[src/sv/packet_impairment_scheduler_top_defines.svh]
// Assertion macros shared by the packet impairment scheduler RTL.
`ifndef PACKET_IMPAIRMENT_SCHEDULER_TOP_DEFINES_SVH
`define PACKET_IMPAIRMENT_SCHEDULER_TOP_DEFINES_SVH

// Same-cycle implication under the asynchronous reset.
`define PIS_ASSERT_IMPLY(label, clk, rst_n, ante, cons) \
	label: assert property (@(posedge clk) disable iff (!rst_n) (ante) |-> (cons)) \
		else $error("pis assertion failed");

// Next-cycle implication under the asynchronous reset.
`define PIS_ASSERT_NEXT(label, clk, rst_n, ante, cons) \
	label: assert property (@(posedge clk) disable iff (!rst_n) (ante) |=> (cons)) \
		else $error("pis assertion failed");

`endif

[src/sv/pis_pkg.sv]
// Types, constants and helper functions of the packet impairment scheduler.
`default_nettype none
package pis_pkg;

	localparam int NODE_COUNT = 4;
	localparam int SLOT_COUNT = 32;
	localparam int TAG_BITS   = 16;

	localparam int NODE_W    = 2;
	localparam int TAG_W     = 16;
	localparam int TICK_W    = 32;
	localparam int RNG_W     = 64;
	localparam int THR_W     = 17;
	localparam int DELAY_W   = 8;
	localparam int PAIR_BITS = NODE_COUNT * (NODE_COUNT - 1) / 2;
	localparam int KIND_W    = 2;
	localparam int STATUS_W  = 3;
	localparam int CFG_IDX_W = 3;
	localparam int CFG_DATA_W = 64;

	localparam logic [RNG_W-1:0] GOLDEN_SEED = 64'h9E3779B97F4A7C15;
	localparam logic [RNG_W-1:0] MIX_MULT    = 64'h2545F4914F6CDD1D;
	localparam logic [TAG_W-1:0] TAG_MASK    = TAG_W'((65'd1 << TAG_BITS) - 65'd1);

	typedef enum logic [CFG_IDX_W-1:0] {
		CFG_SEED = 3'd0,
		CFG_DROP = 3'd1,
		CFG_DUP  = 3'd2,
		CFG_MAXD = 3'd3,
		CFG_PART = 3'd4
	} cfg_reg_t;

	typedef enum logic [KIND_W-1:0] {
		KIND_SEND  = 2'd0,
		KIND_DELIV = 2'd1,
		KIND_TICK  = 2'd2
	} kind_t;

	typedef enum logic [STATUS_W-1:0] {
		ST_PART_DROP = 3'd0,
		ST_RAND_DROP = 3'd1,
		ST_SCHED     = 3'd2,
		ST_SCHED_DUP = 3'd3,
		ST_OVERFLOW  = 3'd4
	} status_t;

	typedef enum logic {
		REQ_SEND = 1'b0,
		REQ_TICK = 1'b1
	} req_type_t;

	typedef enum logic [3:0] {
		S_IDLE,
		S_DROP,
		S_DLY_RNG,
		S_DLY_MOD,
		S_PUSH,
		S_DUP,
		S_SEND_OUT,
		S_TICK_RD,
		S_TICK_EV,
		S_TICK_END
	} pis_state_t;

	typedef struct packed {
		logic [NODE_W-1:0] src;
		logic [NODE_W-1:0] dst;
		logic [TAG_W-1:0]  tag;
		logic [TICK_W-1:0] due;
	} slot_entry_t;

	localparam int ENTRY_W = $bits(slot_entry_t);

	typedef struct packed {
		logic             busy;
		logic             done;
		logic [RNG_W-1:0] draw;
	} rng_stat_t;

	typedef struct packed {
		logic               busy;
		logic               done;
		logic [DELAY_W-1:0] rem;
	} mod_stat_t;

	function automatic logic pair_blocked(logic [NODE_W-1:0] a, logic [NODE_W-1:0] b,
			logic [PAIR_BITS-1:0] mask);
		logic [NODE_W-1:0] lo;
		logic [NODE_W-1:0] hi;
		logic [7:0] idx;
		lo = (a < b) ? a : b;
		hi = (a < b) ? b : a;
		idx = 8'(lo) * 8'(NODE_COUNT) - ((8'(lo) * (8'(lo) + 8'd1)) >> 1)
			+ 8'(hi) - 8'(lo) - 8'd1;
		return (a != b) && (idx < 8'(PAIR_BITS)) && mask[idx[$clog2(PAIR_BITS)-1:0]];
	endfunction

	function automatic logic [RNG_W-1:0] xorshift(logic [RNG_W-1:0] x);
		logic [RNG_W-1:0] t;
		t = x ^ (x >> 12);
		t = t ^ (t << 25);
		t = t ^ (t >> 27);
		return t;
	endfunction

endpackage
`default_nettype wire

[src/sv/pis_req_if.sv]
// Request channel of the packet impairment scheduler.
`default_nettype none
interface pis_req_if;
	import pis_pkg::*;
	logic              valid;
	logic              ready;
	logic              req_type;
	logic [NODE_W-1:0] src_node;
	logic [NODE_W-1:0] dst_node;
	logic [TAG_W-1:0]  msg_tag;

	modport source (output valid, req_type, src_node, dst_node, msg_tag, input ready);
	modport sink (input valid, req_type, src_node, dst_node, msg_tag, output ready);
endinterface
`default_nettype wire

[src/sv/pis_rsp_if.sv]
// Result channel of the packet impairment scheduler.
`default_nettype none
interface pis_rsp_if;
	import pis_pkg::*;
	logic                valid;
	logic                ready;
	logic [KIND_W-1:0]   kind;
	logic [STATUS_W-1:0] status;
	logic [NODE_W-1:0]   out_src;
	logic [NODE_W-1:0]   out_dst;
	logic [TAG_W-1:0]    out_tag;
	logic                last;

	modport source (output valid, kind, status, out_src, out_dst, out_tag, last, input ready);
	modport sink (input valid, kind, status, out_src, out_dst, out_tag, last, output ready);
endinterface
`default_nettype wire

[src/sv/packet_impairment_scheduler_top.sv]
// Top level of the packet impairment scheduler.
// A send request dropped by the partition mask goes straight to the result state;
// otherwise each random draw runs through the shared 32x32 multiplier, and each delay
// draw adds a pass through the two-bit-per-cycle remainder unit, with at most four draws
// and two remainders per send. A tick request walks the slot memory entry by entry:
// it reads each stored entry, then evaluates it and writes back the entries not yet due;
// a delivered entry also waits for the result port. Requests are taken only while the
// sequencer is idle; one result register decouples the result port.
`default_nettype none
`include "packet_impairment_scheduler_top_defines.svh"
module packet_impairment_scheduler_top #(
	parameter int SLOT_COUNT = pis_pkg::SLOT_COUNT
) (
	input  wire logic                           clk,
	input  wire logic                           arst_n,
	pis_req_if.sink                             req,
	pis_rsp_if.source                           rsp,
	input  wire logic                           cfg_we,
	input  wire logic [pis_pkg::CFG_IDX_W-1:0]  cfg_addr,
	input  wire logic [pis_pkg::CFG_DATA_W-1:0] cfg_data
);
	import pis_pkg::*;

	localparam int IDX_W = $clog2(SLOT_COUNT);
	localparam int CNT_W = $clog2(SLOT_COUNT + 1);

	pis_state_t state_q, state_d;

	logic [THR_W-1:0]     drop_thr_q;
	logic [THR_W-1:0]     dup_thr_q;
	logic [DELAY_W-1:0]   max_dly_q;
	logic [PAIR_BITS-1:0] part_q;

	logic [TICK_W-1:0] tick_q;
	logic [CNT_W-1:0]  count_q;
	logic [CNT_W-1:0]  idx_q;
	logic [CNT_W-1:0]  keep_q;
	logic [NODE_W-1:0] src_q;
	logic [NODE_W-1:0] dst_q;
	logic [TAG_W-1:0]  tag_q;
	logic              dup_phase_q;
	logic              ok_q;
	status_t           status_q;

	logic                out_valid_q;
	logic [KIND_W-1:0]   out_kind_q;
	logic [STATUS_W-1:0] out_status_q;
	logic [NODE_W-1:0]   out_src_q;
	logic [NODE_W-1:0]   out_dst_q;
	logic [TAG_W-1:0]    out_tag_q;
	logic                out_last_q;

	rng_stat_t rng_st;
	mod_stat_t mod_st;

	logic              req_fire;
	logic              out_free;
	logic              blocked;
	logic              drop_hit;
	logic              dup_hit;
	logic              fits;
	logic              has_dly;
	logic              rng_start;
	logic              mod_start;
	logic              seed_load;
	logic              ram_we;
	logic [IDX_W-1:0]  ram_waddr;
	slot_entry_t       ram_wdata;
	logic              ram_re;
	logic [ENTRY_W-1:0] ram_rdata;
	slot_entry_t       entry;
	logic              entry_due;
	logic              walk_last;
	logic              out_load;
	kind_t             out_kind_d;
	status_t           out_status_d;
	logic              out_last_d;
	logic [TICK_W-1:0] due_diff;

	assign req_fire  = req.valid && req.ready;
	assign out_free  = !out_valid_q || rsp.ready;
	assign blocked   = pair_blocked(req.src_node, req.dst_node, part_q);
	assign drop_hit  = {1'b0, rng_st.draw[63:48]} < drop_thr_q;
	assign dup_hit   = {1'b0, rng_st.draw[63:48]} < dup_thr_q;
	assign fits      = count_q < CNT_W'(SLOT_COUNT);
	assign has_dly   = max_dly_q != '0;
	assign seed_load = cfg_we && (cfg_addr == CFG_SEED);
	assign entry     = slot_entry_t'(ram_rdata);
	assign due_diff  = tick_q - entry.due;
	assign entry_due = !due_diff[TICK_W-1];
	assign walk_last = (idx_q + CNT_W'(1)) == count_q;
	assign req.ready = state_q == S_IDLE;

	pis_rng u_rng (
		.clk    (clk),
		.arst_n (arst_n),
		.load   (seed_load),
		.seed   (cfg_data),
		.start  (rng_start),
		.stat   (rng_st)
	);

	pis_mod u_mod (
		.clk      (clk),
		.arst_n   (arst_n),
		.start    (mod_start),
		.dividend (rng_st.draw),
		.divisor  ((DELAY_W + 1)'(max_dly_q) + (DELAY_W + 1)'(1)),
		.stat     (mod_st)
	);

	pis_ram #(
		.WIDTH (ENTRY_W),
		.DEPTH (SLOT_COUNT)
	) u_slots (
		.clk   (clk),
		.we    (ram_we),
		.waddr (ram_waddr),
		.wdata (ram_wdata),
		.re    (ram_re),
		.raddr (idx_q[IDX_W-1:0]),
		.rdata (ram_rdata)
	);

	always_comb begin
		state_d = state_q;
		case (state_q)
			S_IDLE: begin
				if (req_fire) begin
					if (req.req_type == REQ_TICK) begin
						state_d = (count_q == '0) ? S_TICK_END : S_TICK_RD;
					end else begin
						state_d = blocked ? S_SEND_OUT : S_DROP;
					end
				end
			end
			S_DROP: begin
				if (rng_st.done) begin
					state_d = drop_hit ? S_SEND_OUT : (has_dly ? S_DLY_RNG : S_PUSH);
				end
			end
			S_DLY_RNG: begin
				if (rng_st.done) begin
					state_d = S_DLY_MOD;
				end
			end
			S_DLY_MOD: begin
				if (mod_st.done) begin
					state_d = S_PUSH;
				end
			end
			S_PUSH: begin
				state_d = dup_phase_q ? S_SEND_OUT : S_DUP;
			end
			S_DUP: begin
				if (rng_st.done) begin
					state_d = dup_hit ? (has_dly ? S_DLY_RNG : S_PUSH) : S_SEND_OUT;
				end
			end
			S_SEND_OUT: begin
				if (out_free) begin
					state_d = S_IDLE;
				end
			end
			S_TICK_RD: begin
				state_d = S_TICK_EV;
			end
			S_TICK_EV: begin
				if (!entry_due || out_free) begin
					state_d = walk_last ? S_TICK_END : S_TICK_RD;
				end
			end
			S_TICK_END: begin
				if (out_free) begin
					state_d = S_IDLE;
				end
			end
			default: begin
				state_d = S_IDLE;
			end
		endcase
	end

	always_comb begin
		rng_start    = 1'b0;
		mod_start    = 1'b0;
		ram_we       = 1'b0;
		ram_waddr    = count_q[IDX_W-1:0];
		ram_wdata    = entry;
		ram_re       = 1'b0;
		out_load     = 1'b0;
		out_kind_d   = KIND_SEND;
		out_status_d = status_q;
		out_last_d   = 1'b1;
		case (state_q)
			S_IDLE: begin
				rng_start = req_fire && (req.req_type == REQ_SEND) && !blocked;
			end
			S_DROP: begin
				rng_start = rng_st.done && !drop_hit && has_dly;
			end
			S_DLY_RNG: begin
				mod_start = rng_st.done;
			end
			S_PUSH: begin
				ram_we        = fits;
				ram_wdata.src = src_q;
				ram_wdata.dst = dst_q;
				ram_wdata.tag = tag_q;
				ram_wdata.due = tick_q + TICK_W'(1) + (has_dly ? TICK_W'(mod_st.rem) : '0);
				rng_start     = !dup_phase_q;
			end
			S_DUP: begin
				rng_start = rng_st.done && dup_hit && has_dly;
			end
			S_SEND_OUT: begin
				out_load = out_free;
			end
			S_TICK_RD: begin
				ram_re = 1'b1;
			end
			S_TICK_EV: begin
				ram_waddr = keep_q[IDX_W-1:0];
				ram_we    = !entry_due;
				out_load  = entry_due && out_free;
				out_kind_d   = KIND_DELIV;
				out_status_d = ST_PART_DROP;
				out_last_d   = 1'b0;
			end
			S_TICK_END: begin
				out_load     = out_free;
				out_kind_d   = KIND_TICK;
				out_status_d = ST_PART_DROP;
			end
			default: begin
				ram_we = 1'b0;
			end
		endcase
	end

	always_ff @(posedge clk or negedge arst_n) begin
		if (!arst_n) begin
			state_q     <= S_IDLE;
			drop_thr_q  <= '0;
			dup_thr_q   <= '0;
			max_dly_q   <= '0;
			part_q      <= '0;
			tick_q      <= '0;
			count_q     <= '0;
			idx_q       <= '0;
			keep_q      <= '0;
			dup_phase_q <= 1'b0;
			ok_q        <= 1'b0;
			status_q    <= ST_PART_DROP;
			out_valid_q <= 1'b0;
		end else begin
			state_q <= state_d;
			if (cfg_we) begin
				case (cfg_addr)
					CFG_DROP: drop_thr_q <= cfg_data[THR_W-1:0];
					CFG_DUP:  dup_thr_q  <= cfg_data[THR_W-1:0];
					CFG_MAXD: max_dly_q  <= cfg_data[DELAY_W-1:0];
					CFG_PART: part_q     <= cfg_data[PAIR_BITS-1:0];
					default: begin
					end
				endcase
			end
			case (state_q)
				S_IDLE: begin
					if (req_fire) begin
						idx_q       <= '0;
						keep_q      <= '0;
						dup_phase_q <= 1'b0;
						ok_q        <= 1'b1;
						status_q    <= ST_PART_DROP;
						if (req.req_type == REQ_TICK) begin
							tick_q <= tick_q + TICK_W'(1);
						end
					end
				end
				S_DROP: begin
					if (rng_st.done && drop_hit) begin
						status_q <= ST_RAND_DROP;
					end
				end
				S_PUSH: begin
					if (fits) begin
						count_q <= count_q + CNT_W'(1);
					end else begin
						ok_q <= 1'b0;
					end
					if (dup_phase_q) begin
						status_q <= (ok_q && fits) ? ST_SCHED_DUP : ST_OVERFLOW;
					end
				end
				S_DUP: begin
					if (rng_st.done) begin
						if (dup_hit) begin
							dup_phase_q <= 1'b1;
						end else begin
							status_q <= ok_q ? ST_SCHED : ST_OVERFLOW;
						end
					end
				end
				S_TICK_EV: begin
					if (!entry_due || out_free) begin
						idx_q <= idx_q + CNT_W'(1);
						if (!entry_due) begin
							keep_q <= keep_q + CNT_W'(1);
						end
					end
				end
				S_TICK_END: begin
					if (out_free) begin
						count_q <= keep_q;
					end
				end
				default: begin
				end
			endcase
			if (out_load) begin
				out_valid_q <= 1'b1;
			end else if (rsp.ready) begin
				out_valid_q <= 1'b0;
			end
		end
	end

	always_ff @(posedge clk) begin
		if (req_fire) begin
			src_q <= req.src_node;
			dst_q <= req.dst_node;
			tag_q <= req.msg_tag & TAG_MASK;
		end
		if (out_load) begin
			out_kind_q   <= out_kind_d;
			out_status_q <= out_status_d;
			out_last_q   <= out_last_d;
			if (out_kind_d == KIND_DELIV) begin
				out_src_q <= entry.src;
				out_dst_q <= entry.dst;
				out_tag_q <= entry.tag;
			end else begin
				out_src_q <= '0;
				out_dst_q <= '0;
				out_tag_q <= '0;
			end
		end
	end

	assign rsp.valid   = out_valid_q;
	assign rsp.kind    = out_kind_q;
	assign rsp.status  = out_status_q;
	assign rsp.out_src = out_src_q;
	assign rsp.out_dst = out_dst_q;
	assign rsp.out_tag = out_tag_q;
	assign rsp.last    = out_last_q;

	`PIS_ASSERT_IMPLY(a_count_bound, clk, arst_n, 1'b1, count_q <= CNT_W'(SLOT_COUNT))
	`PIS_ASSERT_IMPLY(a_keep_behind, clk, arst_n, state_q == S_TICK_EV, keep_q <= idx_q)
	`PIS_ASSERT_IMPLY(a_idle_quiet, clk, arst_n, state_q == S_IDLE, !rng_st.busy && !mod_st.busy)
	`PIS_ASSERT_NEXT(a_end_to_idle, clk, arst_n, (state_q == S_TICK_END) && out_free, state_q == S_IDLE)
endmodule
`default_nettype wire

[src/sv/pis_ram.sv]
// Generic single-port-write, single-port-read RAM with registered read data.
`default_nettype none
module pis_ram #(
	parameter int WIDTH = 8,
	parameter int DEPTH = 2
) (
	input  wire logic                     clk,
	input  wire logic                     we,
	input  wire logic [$clog2(DEPTH)-1:0] waddr,
	input  wire logic [WIDTH-1:0]         wdata,
	input  wire logic                     re,
	input  wire logic [$clog2(DEPTH)-1:0] raddr,
	output logic      [WIDTH-1:0]         rdata
);
	logic [WIDTH-1:0] mem_q [DEPTH];

	always_ff @(posedge clk) begin
		if (we) begin
			mem_q[waddr] <= wdata;
		end
		if (re) begin
			rdata <= mem_q[raddr];
		end
	end
endmodule
`default_nettype wire

[src/sv/pis_rng.sv]
// xorshift64* generator with a shared 32x32 multiplier stepped through the partial products.
`default_nettype none
module pis_rng (
	input  wire logic                      clk,
	input  wire logic                      arst_n,
	input  wire logic                      load,
	input  wire logic [pis_pkg::RNG_W-1:0] seed,
	input  wire logic                      start,
	output pis_pkg::rng_stat_t             stat
);
	import pis_pkg::*;

	logic [RNG_W-1:0] word_q;
	logic [RNG_W-1:0] acc_q;
	logic [1:0]       step_q;
	logic             busy_q;
	logic             done_q;
	logic [31:0]      op_a;
	logic [31:0]      op_b;
	logic [63:0]      prod;

	always_comb begin
		op_a = (step_q == 2'd1) ? word_q[63:32] : word_q[31:0];
		op_b = (step_q == 2'd2) ? MIX_MULT[63:32] : MIX_MULT[31:0];
		prod = 64'(op_a) * 64'(op_b);
	end

	always_ff @(posedge clk or negedge arst_n) begin
		if (!arst_n) begin
			word_q <= GOLDEN_SEED;
			step_q <= '0;
			busy_q <= 1'b0;
			done_q <= 1'b0;
		end else begin
			done_q <= 1'b0;
			if (load) begin
				word_q <= (seed != '0) ? seed : GOLDEN_SEED;
			end else if (start) begin
				word_q <= xorshift(word_q);
				step_q <= '0;
				busy_q <= 1'b1;
			end else if (busy_q) begin
				step_q <= step_q + 2'd1;
				if (step_q == 2'd2) begin
					busy_q <= 1'b0;
					done_q <= 1'b1;
				end
			end
		end
	end

	always_ff @(posedge clk) begin
		if (busy_q) begin
			if (step_q == 2'd0) begin
				acc_q <= prod;
			end else begin
				acc_q[63:32] <= acc_q[63:32] + prod[31:0];
			end
		end
	end

	assign stat.busy = busy_q;
	assign stat.done = done_q;
	assign stat.draw = acc_q;
endmodule
`default_nettype wire

[src/sv/pis_mod.sv]
// Serial remainder unit, two dividend bits per cycle.
`default_nettype none
module pis_mod (
	input  wire logic                        clk,
	input  wire logic                        arst_n,
	input  wire logic                        start,
	input  wire logic [pis_pkg::RNG_W-1:0]   dividend,
	input  wire logic [pis_pkg::DELAY_W:0]   divisor,
	output pis_pkg::mod_stat_t               stat
);
	import pis_pkg::*;

	localparam int STEPS = RNG_W / 2;
	localparam int CNT_W = $clog2(STEPS);

	logic [RNG_W-1:0]   dvd_q;
	logic [DELAY_W:0]   dsr_q;
	logic [DELAY_W-1:0] rem_q;
	logic [CNT_W-1:0]   cnt_q;
	logic               busy_q;
	logic               done_q;
	logic [DELAY_W:0]   t0;
	logic [DELAY_W:0]   t1;
	logic [DELAY_W-1:0] r0;
	logic [DELAY_W-1:0] r1;

	always_comb begin
		t0 = {rem_q, dvd_q[RNG_W-1]};
		r0 = (t0 >= dsr_q) ? DELAY_W'(t0 - dsr_q) : DELAY_W'(t0);
		t1 = {r0, dvd_q[RNG_W-2]};
		r1 = (t1 >= dsr_q) ? DELAY_W'(t1 - dsr_q) : DELAY_W'(t1);
	end

	always_ff @(posedge clk or negedge arst_n) begin
		if (!arst_n) begin
			cnt_q  <= '0;
			busy_q <= 1'b0;
			done_q <= 1'b0;
		end else begin
			done_q <= 1'b0;
			if (start) begin
				cnt_q  <= '0;
				busy_q <= 1'b1;
			end else if (busy_q) begin
				cnt_q <= cnt_q + CNT_W'(1);
				if (cnt_q == CNT_W'(STEPS - 1)) begin
					busy_q <= 1'b0;
					done_q <= 1'b1;
				end
			end
		end
	end

	always_ff @(posedge clk) begin
		if (start) begin
			dvd_q <= dividend;
			dsr_q <= divisor;
			rem_q <= '0;
		end else if (busy_q) begin
			dvd_q <= dvd_q << 2;
			rem_q <= r1;
		end
	end

	assign stat.busy = busy_q;
	assign stat.done = done_q;
	assign stat.rem  = rem_q;
endmodule
`default_nettype wire
[src/flat_wrapper.sv]
// flat-port wrapper written by rule: the top's interface ports become plain ports
module packet_impairment_scheduler_top_flat import pis_pkg::*;
#(
	parameter int SLOT_COUNT = pis_pkg::SLOT_COUNT
)
  (clk, arst_n, cfg_we, cfg_addr, cfg_data, req_valid, req_req_type, req_src_node, req_dst_node, req_msg_tag, req_ready, rsp_valid, rsp_kind, rsp_status, rsp_out_src, rsp_out_dst, rsp_out_tag, rsp_last, rsp_ready);
  pis_req_if req_i ();
  pis_rsp_if rsp_i ();
  input  wire logic clk;
  input  wire logic arst_n;
  input  wire logic cfg_we;
  input  wire logic [pis_pkg::CFG_IDX_W-1:0] cfg_addr;
  input  wire logic [pis_pkg::CFG_DATA_W-1:0] cfg_data;
  input wire logic [$bits(req_i.valid)-1:0] req_valid;
  input wire logic [$bits(req_i.req_type)-1:0] req_req_type;
  input wire logic [$bits(req_i.src_node)-1:0] req_src_node;
  input wire logic [$bits(req_i.dst_node)-1:0] req_dst_node;
  input wire logic [$bits(req_i.msg_tag)-1:0] req_msg_tag;
  output wire logic [$bits(req_i.ready)-1:0] req_ready;
  output wire logic [$bits(rsp_i.valid)-1:0] rsp_valid;
  output wire logic [$bits(rsp_i.kind)-1:0] rsp_kind;
  output wire logic [$bits(rsp_i.status)-1:0] rsp_status;
  output wire logic [$bits(rsp_i.out_src)-1:0] rsp_out_src;
  output wire logic [$bits(rsp_i.out_dst)-1:0] rsp_out_dst;
  output wire logic [$bits(rsp_i.out_tag)-1:0] rsp_out_tag;
  output wire logic [$bits(rsp_i.last)-1:0] rsp_last;
  input wire logic [$bits(rsp_i.ready)-1:0] rsp_ready;
  assign req_i.valid = req_valid;
  assign req_i.req_type = req_req_type;
  assign req_i.src_node = req_src_node;
  assign req_i.dst_node = req_dst_node;
  assign req_i.msg_tag = req_msg_tag;
  assign req_ready = req_i.ready;
  assign rsp_valid = rsp_i.valid;
  assign rsp_kind = rsp_i.kind;
  assign rsp_status = rsp_i.status;
  assign rsp_out_src = rsp_i.out_src;
  assign rsp_out_dst = rsp_i.out_dst;
  assign rsp_out_tag = rsp_i.out_tag;
  assign rsp_last = rsp_i.last;
  assign rsp_i.ready = rsp_ready;
  packet_impairment_scheduler_top #(.SLOT_COUNT(SLOT_COUNT)) u_core (.clk(clk), .arst_n(arst_n), .req(req_i), .rsp(rsp_i), .cfg_we(cfg_we), .cfg_addr(cfg_addr), .cfg_data(cfg_data));
endmodule
[config.mk]
export PLATFORM = sky130hd
export DESIGN_NAME = packet_impairment_scheduler_top_flat
export DESIGN_NICKNAME = d
export VERILOG_FILES = /design/src/sv/pis_pkg.sv /design/src/sv/pis_req_if.sv /design/src/sv/pis_rsp_if.sv /design/src/sv/packet_impairment_scheduler_top.sv /design/src/sv/pis_ram.sv /design/src/sv/pis_rng.sv /design/src/sv/pis_mod.sv /design/src/flat_wrapper.sv
export VERILOG_INCLUDE_DIRS = /design/src /design/src/sv
export SDC_FILE = /design/constraint.sdc
export NUM_CORES = 2
export LEC_CHECK = 0
export BUFFER_PORTS_ARGS = -buffer_cell sky130_fd_sc_hd__buf_2
export CAP_MARGIN = 0
export CORE_MARGIN = 5
export CORE_UTILIZATION = 50
export CTS_BUF_LIST = sky130_fd_sc_hd__clkbuf_4 sky130_fd_sc_hd__clkbuf_8
export DETAILED_ROUTE_END_ITERATION = 10
export PLACE_DENSITY = 0.65
export REMOVE_ABC_BUFFERS = 1
export SYNTH_ARGS = -nofsm -noshare
export SYNTH_HDL_FRONTEND = slang
export SYNTH_SLANG_ARGS = --single-unit
[constraint.sdc]
create_clock -name clk -period 23.9 [get_ports clk]
set_input_delay 2.39 -clock clk [delete_from_list [all_inputs] [get_ports clk]]
set_output_delay 2.39 -clock clk [all_outputs]
set_load 0.005 [all_outputs]
== After elaboration in Yosys (flattened, before gate mapping) ==
Memories as Yosys holds them, arrays and structs flattened. A register that Yosys moved wholly into a read port is not among the register bits.
Index checks and enable logic that the tools add are counted.

* Reductions and logical operators: 51
* Order comparisons: 8
* Bitwise logic cells: 5
* Multipliers: 2
* Mux-type cells: 85
* Eq/ne operators: 34
* Add/subtract/negate cells: 17

{| class="wikitable"
|+ Operator list
! kind !! number
|-
| 64-bit two-way mux || 5
|-
| 32-bit adder || 2
|-
| 32-bit two-way mux || 2
|-
| 64-bit nonzero test || 1
|-
| 64-bit by 37-bit bitwise XOR with 64-bit output || 1
|-
| 64-bit by 52-bit bitwise XOR with 64-bit output || 1
|-
| 64-bit bitwise XOR || 1
|-
| 32-bit by 31-bit multiplier with 63-bit output || 1
|-
| 52-bit two-way mux || 1
|-
| 4-bit two-way mux || 12
|-
| 6-bit two-way mux || 6
|-
| 4-bit one-hot mux with 9 select lines || 1
|-
| 6-bit one-hot mux with 2 select lines || 3
|-
| 16-bit by 17-bit less-than comparator with 1-bit output || 2
|-
| 32-bit by 1-bit adder with 32-bit output, second input constant || 1
|-
| 32-bit subtractor || 1
|-
| 31-bit two-way mux || 1
|-
| 3-bit two-way mux || 9
|-
| 1-bit two-way mux || 26
|-
| 8-bit two-way mux || 3
|-
| 6-bit by 1-bit adder with 6-bit output, second input constant || 3
|-
| 9-bit greater-or-equal comparator || 2
|-
| 4-bit by 3-bit equality test with 1-bit output, second input constant || 4
|-
| 2-bit by 1-bit != test with 1-bit output, second input constant || 8
|-
| other kinds (50) || 105
|}

* Bits of input ports: 93
* Bits in writable memories: 1664
* Output and inout port bits: 28
* Memories kept: 1
* Register bits: 374
* Word-level logic and storage cells: 237

{| class="wikitable"
|+ Memory list
! memory !! depth !! width !! rd ports !! clocked after memory_dff !! write ports !! RTL line !! text
|-
| u_core.u_slots.mem_q || 32 || 52 || 1 || 1 || 1 || pis_ram.sv:15 || <nowiki>logic [WIDTH-1:0] mem_q [DEPTH];</nowiki>
|}

== Depth between registers and ports, before layout ==
* Word-level depth: 16
* Mapped depth: 41
* Gate-level depth less buffers: 39

== Hierarchy ==
Synthesis repeated with hierarchy kept, for this count alone.

* Cell total of the unflattened synthesis: 8459
* Area, all modules: 114044.4 um^2

{| class="wikitable"
|+ Modules (own cells, without submodules)
! module !! times used !! area an instance (um^2) !! cells an instance !! seq. area each (um^2)
|-
| pis_ram || 1 || 66243.5 || 3641 || 51529.4
|-
| pis_rng || 1 || 32228.4 || 3279 || 3671.0
|-
| packet_impairment_scheduler_top || 1 || 10946.7 || 1195 || 4083.9
|-
| pis_mod || 1 || 4625.7 || 344 || 2527.4
|}

== Worst setup path before layout ==
OpenSTA, ideal clock, no wires.

* Kind: reg2reg
* From: reg u_core.u_rng.step_q[1]
* To: reg u_core.u_rng.acc_q[63], data pin
* Setup time: 0.266 ns
* Data required time: 23.634 ns
* Cell stages (with the launch flop): 38
* Clock period less this slack: 9.723 ns
* Setup slack: 14.177 ns
* Arrival time: 9.457 ns
* Path buffers: 2
* Cell sequence: dfrtp_1 -> inv_1 -> ha_1 -> clkbuf_1 -> clkbuf_1 -> mux2i_1 -> nor2_1 -> inv_1 -> fa_1 -> inv_1 -> fa_1 -> fa_1 -> inv_1 -> fa_1 -> inv_1 -> fa_1 -> inv_1 -> fa_1 -> [2 not listed] -> fa_1 -> ha_1 -> inv_1 -> or3b_2 -> a21oi_1 -> nor2_1 -> xnor2_1 -> ha_1 -> and4_1 -> a21o_1 -> o221a_2 -> or3_1 -> o221a_2 -> o41ai_2 -> o211ai_1 -> a21oi_1 -> xnor2_1 -> nor2_1

* Longest elaborated chain between the ends: 5
* Elaborated cells between the ends (all ways): 8
* Classes of those cells: add/sub (1); mul (1); eq/ne (2); mux (3); reduce/logical (1)

{| class="wikitable"
|+ RTL lines
! element !! RTL line !! text
|-
| from (decl) || pis_rng.sv:15 || <nowiki>logic [1:0] step_q;</nowiki>
|-
| from (signal assigned) || pis_rng.sv:43 || <nowiki>step_q <= step_q + 2'd1;</nowiki>
|-
| 2-bit by 1-bit equality test with 1-bit output or 2-bit equality test (tied branches) || pis_rng.sv:23, pis_rng.sv:24 ||
|-
| 32-bit two-way mux or 31-bit two-way mux (tied branches) || pis_rng.sv:23, pis_rng.sv:24 ||
|-
| 32-bit by 31-bit multiplier with 63-bit output * || pis_rng.sv:25 || <nowiki>prod = 64'(op_a) * 64'(op_b);</nowiki>
|-
| named net u_core.u_rng.prod[18] || pis_rng.sv:20 || <nowiki>logic [63:0] prod;</nowiki>
|-
| 32-bit adder * || pis_rng.sv:57 || <nowiki>acc_q[63:32] <= acc_q[63:32] + prod[31:0];</nowiki>
|-
| 32-bit two-way mux * || pis_rng.sv:54 || <nowiki>if (step_q == 2'd0) begin</nowiki>
|-
| to (signal assigned) || pis_rng.sv:55 || <nowiki>acc_q <= prod;</nowiki>
|-
| to (signal assigned) || pis_rng.sv:57 ||
|-
| to (decl) || pis_rng.sv:14 || <nowiki>logic [RNG_W-1:0] acc_q;</nowiki>
|}

Mark *: on every way through the listed nets, which the timed path passes. The rest lies on a longest branch.
A chain may end at the register's enable or synchronous reset.

== Worst setup path after layout ==
* From: reg u_core.u_rng.step_q[0]
* To: reg u_core.u_rng.acc_q[63], data pin

The elaborated chain is that of the path after synthesis.

==> out/results.txt <==
For the worst setup path, the data required time is 24.56 ns. The logs give 13.07 ns for the post-placement setup slack and 0.0921 GHz for the highest attainable clock frequency. Setup violations remaining at the end of the flow were counted as 0.

The number of buffers added on ports is 120, and the arrival time of data at the critical path endpoint is 11.52 ns. The tools report the later-pin clock latency in the skew report as 1.07 ns. The die area was 232000 um2; the pin count of the biggest net entering global routing was 142. The run gives 0.0979 as the relative slew slack.

Among all flip-flop cells after synthesis, the most frequent one is sky130_fd_sc_hd__edfxtp_1. The number of buffers between clock root and the deepest sink came out at 4. The die is 482 um tall. The total of fill cells in the finished design is 17700, and the synthesis warning total is 0.

The count of final hold-check violations was 0. The run finished with clean final reports. Sum of overflow across all layers after global routing: 0. STA classifies the critical path startpoint as a flip-flop. For this run, the post-layout net count is 8993. On the critical path, the stage with the largest delay is an instance of sky130_fd_sc_hd__mux2i_1. After detailed routing, the average wire length per cell comes to 28.4 um.

After the first detailed-routing iteration, the DRC count stood at 6308. Buffers added to address setup during post-CTS repair amount to 0. The die width came out at 482 um.

The average instance in the mapped netlist occupies 15.1 um2. The first TritonRoute pass finished after 7 iterations. The final hold slack is 0.495 ns. Global-route total usage across every layer: 0.272. TritonCTS built the clock tree. The wire length after detailed routing is 313000 um. In this run the count of I/O pins placed on the die edge is 121.

The vias after detailed routing is 63900. The worst setup path is captured at a flip-flop. For the final max-slew violation count, the log shows 0.

The cell type with the largest total area after synthesis was sky130_fd_sc_hd__edfxtp_1. Counting the buffers created by CTS gives 354. The post-route clock period utilization was 0.454; the transition time at the pin with the least slew margin was 1.35 ns. By area the synthesized netlist is led by sky130_fd_sc_hd__edfxtp_1 51%, sky130_fd_sc_hd__fa_1 11%, sky130_fd_sc_hd__mux4_2 11%. Synthesis produced a netlist whose cell count is 7369. The first global-routing pass estimated 458000 um of wire. The clock transition at the registers of the reported paths works out to 0.06 ns.

The maximum net fanout on the critical path came out at 34. Setup repair after global routing left no endpoint under its margin. Routability-driven placement finished with a final weighted congestion of 0.952.

The tools report the area of the mapped netlist as 111000 um2. The clock drives 2090 sinks. H-tree depth: 5.

For the sequential-to-total area share from yosys stat, the log shows 0.555. On the worst path, the slowest cell contributes a delay of 0.82 ns. The tools report the remaining antenna violation count as 0. The run gives 0 as the detailed-route DRC error count. For the post-cts repair resize count, the log shows 0. The dominant cell type by count on the critical path is sky130_fd_sc_hd__inv_1.

The type of the setup path with the least slack is reg -> reg. The via density per instance is 5.81, and the number of buffers inserted by hold repair at cts is 0. The floorplan has 173 rows. The HPWL reported at the end of detailed placement was 205000 um. In this run the standard cell core region covers 222000 um2. CTS placed an instance of sky130_fd_sc_hd__clkbuf_8 at the clock tree root.

Counting distinct cell types in the post-synthesis netlist gives 85. In this run, synthesis produced a sequential element count of 2090. The via count of the first global-routing pass was 66600. Classification of the worst-slack hold path: reg -> reg.

The number of antenna violations at the first check in global routing came out at 6. The final worst-path setup slack came out at 13.04 ns. By count the netlist is led by 1899 x sky130_fd_sc_hd__edfxtp_1, 916 x sky130_fd_sc_hd__inv_1, 605 x sky130_fd_sc_hd__fa_1, 579 x sky130_fd_sc_hd__nand2_1, 545 x sky130_fd_sc_hd__ha_1. The area share of the largest cell type after synthesis is 0.512. Among all cell types in the netlist, the one instantiated most often is sky130_fd_sc_hd__edfxtp_1.

The logs give 0 for the total of max-cap violations and 0.160 ns for the clock skew after layout. In this run, synthesis inferred 1899 flip-flops with an integrated enable. The tools report the initial core utilization as 0.502. Compared with the post-synthesis result, the final layout area differs by 10.4%. The share of final-layout standard cells stronger than drive strength 1 was 0.193; the proportion of synthesized flip-flops having asynchronous set or reset was 0.0876. After routing, the total negative slack on setup checks comes to 0 ns. The minimum clock period after layout works out to 10.86 ns.
## kinds of logic (layout without fill, tap and decap cells)
kind of cell,count (synthesis),count (layout),synth area share
buffers and inverters,1196,1784,0.0405
muxes,646,646,0.118
AOI/OAI and AO/OA,713,713,0.0391
DFF,2090,2090,0.555
xor gates and xnor gates,372,372,0.0293
other,2,68,0.0000675
and+or+nand+nor,1200,1200,0.0480
adders and majority gates,1150,1150,0.170
## stage by stage
stage               instance area (um2)  instances   util
floorplan                        110000       7143      -
global placement                 116000      10400  0.524
detailed placement               116000      10400  0.524
CTS                              123000      11000  0.554
global route                     123000      11000  0.554
finish                           123000      11000  0.554
## state kept, by name, indices dropped and copies added (netlist names), 17 cells and up
| signal | count |
|---|---|
| u_core.u_rng.acc_q | 64 |
| u_core.u_slots.mem_q | 1664 |
| u_core.drop_thr_q | 17 |
| u_core.dup_thr_q | 17 |
| u_core.u_mod.dvd_q | 64 |
| u_core.u_slots.rdata | 52 |
| u_core.tick_q | 32 |
| u_core.u_rng.word_q | 64 |
## layout make-up
class	instances	area (um2)	share of cell area
Sequential cell	2090	61800	0.503
Multi-Input combinational cell	4136	45600	0.371
Clock buffer	494	6020	0.0490
Tap cell	2975	3720	0.0303
Inverter	917	3440	0.0280
Timing Repair Buffer	251	1630	0.0133
Clock inverter	122	664	0.00540
Antenna cell	13	32.5	0.000265
## cells in the final DEF (no fill, tap or decap), drive strengths merged, types with 41 or more instances in the layout
cell | netlist | layout
mux4 | 521 | 521
mux2 | 87 | 87
ha | 545 | 545
inv | 916 | 921
a21o | 77 | 77
dfrtp | 145 | 145
xor2 | 162 | 162
o21ai | 215 | 215
nor3 | 46 | 46
clkbuf | 210 | 495
nor2 | 289 | 289
xnor2 | 210 | 210
edfxtp | 1899 | 1899
a21oi | 214 | 214
nand3 | 47 | 47
and2 | 41 | 41
nand4 | 42 | 42
nand2 | 579 | 579
clkinv | 1 | 110
buf | 69 | 250
conb | 2 | 55
fa | 605 | 605
## worst paths after layout
| check | startpoint | endpoint | slack (ns) | depth (start not counted) |
|---|---|---|---|---|
| worst max-delay path | u_core.u_rng.step_q[0] | u_core.u_rng.acc_q[63] | 13.04 | 36 |
| worst min-delay path | u_core.status_q[2] | u_core.status_q[2] | 0.50 | 1 |
| worst max register to register | u_core.u_rng.step_q[0] | u_core.u_rng.acc_q[63] | 13.04 | 36 |
| worst min register to register | u_core.status_q[2] | u_core.status_q[2] | 0.50 | 1 |
| max in group asynchronous | arst_n | u_core.u_rng.word_q[0] | 20.50 | 3 |
| min in group asynchronous | arst_n | u_core.rsp.valid | 1.48 | 1 |
## critical path: cells and delay by family (launching register included)
kind                       cells  cell delay (ns)
AOI/OAI and AO/OA              7             1.67
and+or+nand+nor                8             1.82
adders and majority gates     10             4.09
DFF                            1             0.39
xor gates and xnor gates       2             0.40
buffers and inverters          8             1.30
muxes                          1             0.82
## per-layer routing
layer / wire (um) / global-route usage / vias up
met5: 21 / 0 / -
met4: 16500 / 0.118 / 4
met3: 19200 / 0.0401 / 593
met2: 155000 / 0.457 / 2525
met1: 122000 / 0.356 / 33400
li1: - / - / 27500
Power is not shown: default switching activity piles up to over one toggle a cycle in this logic, so the estimate is an artifact.
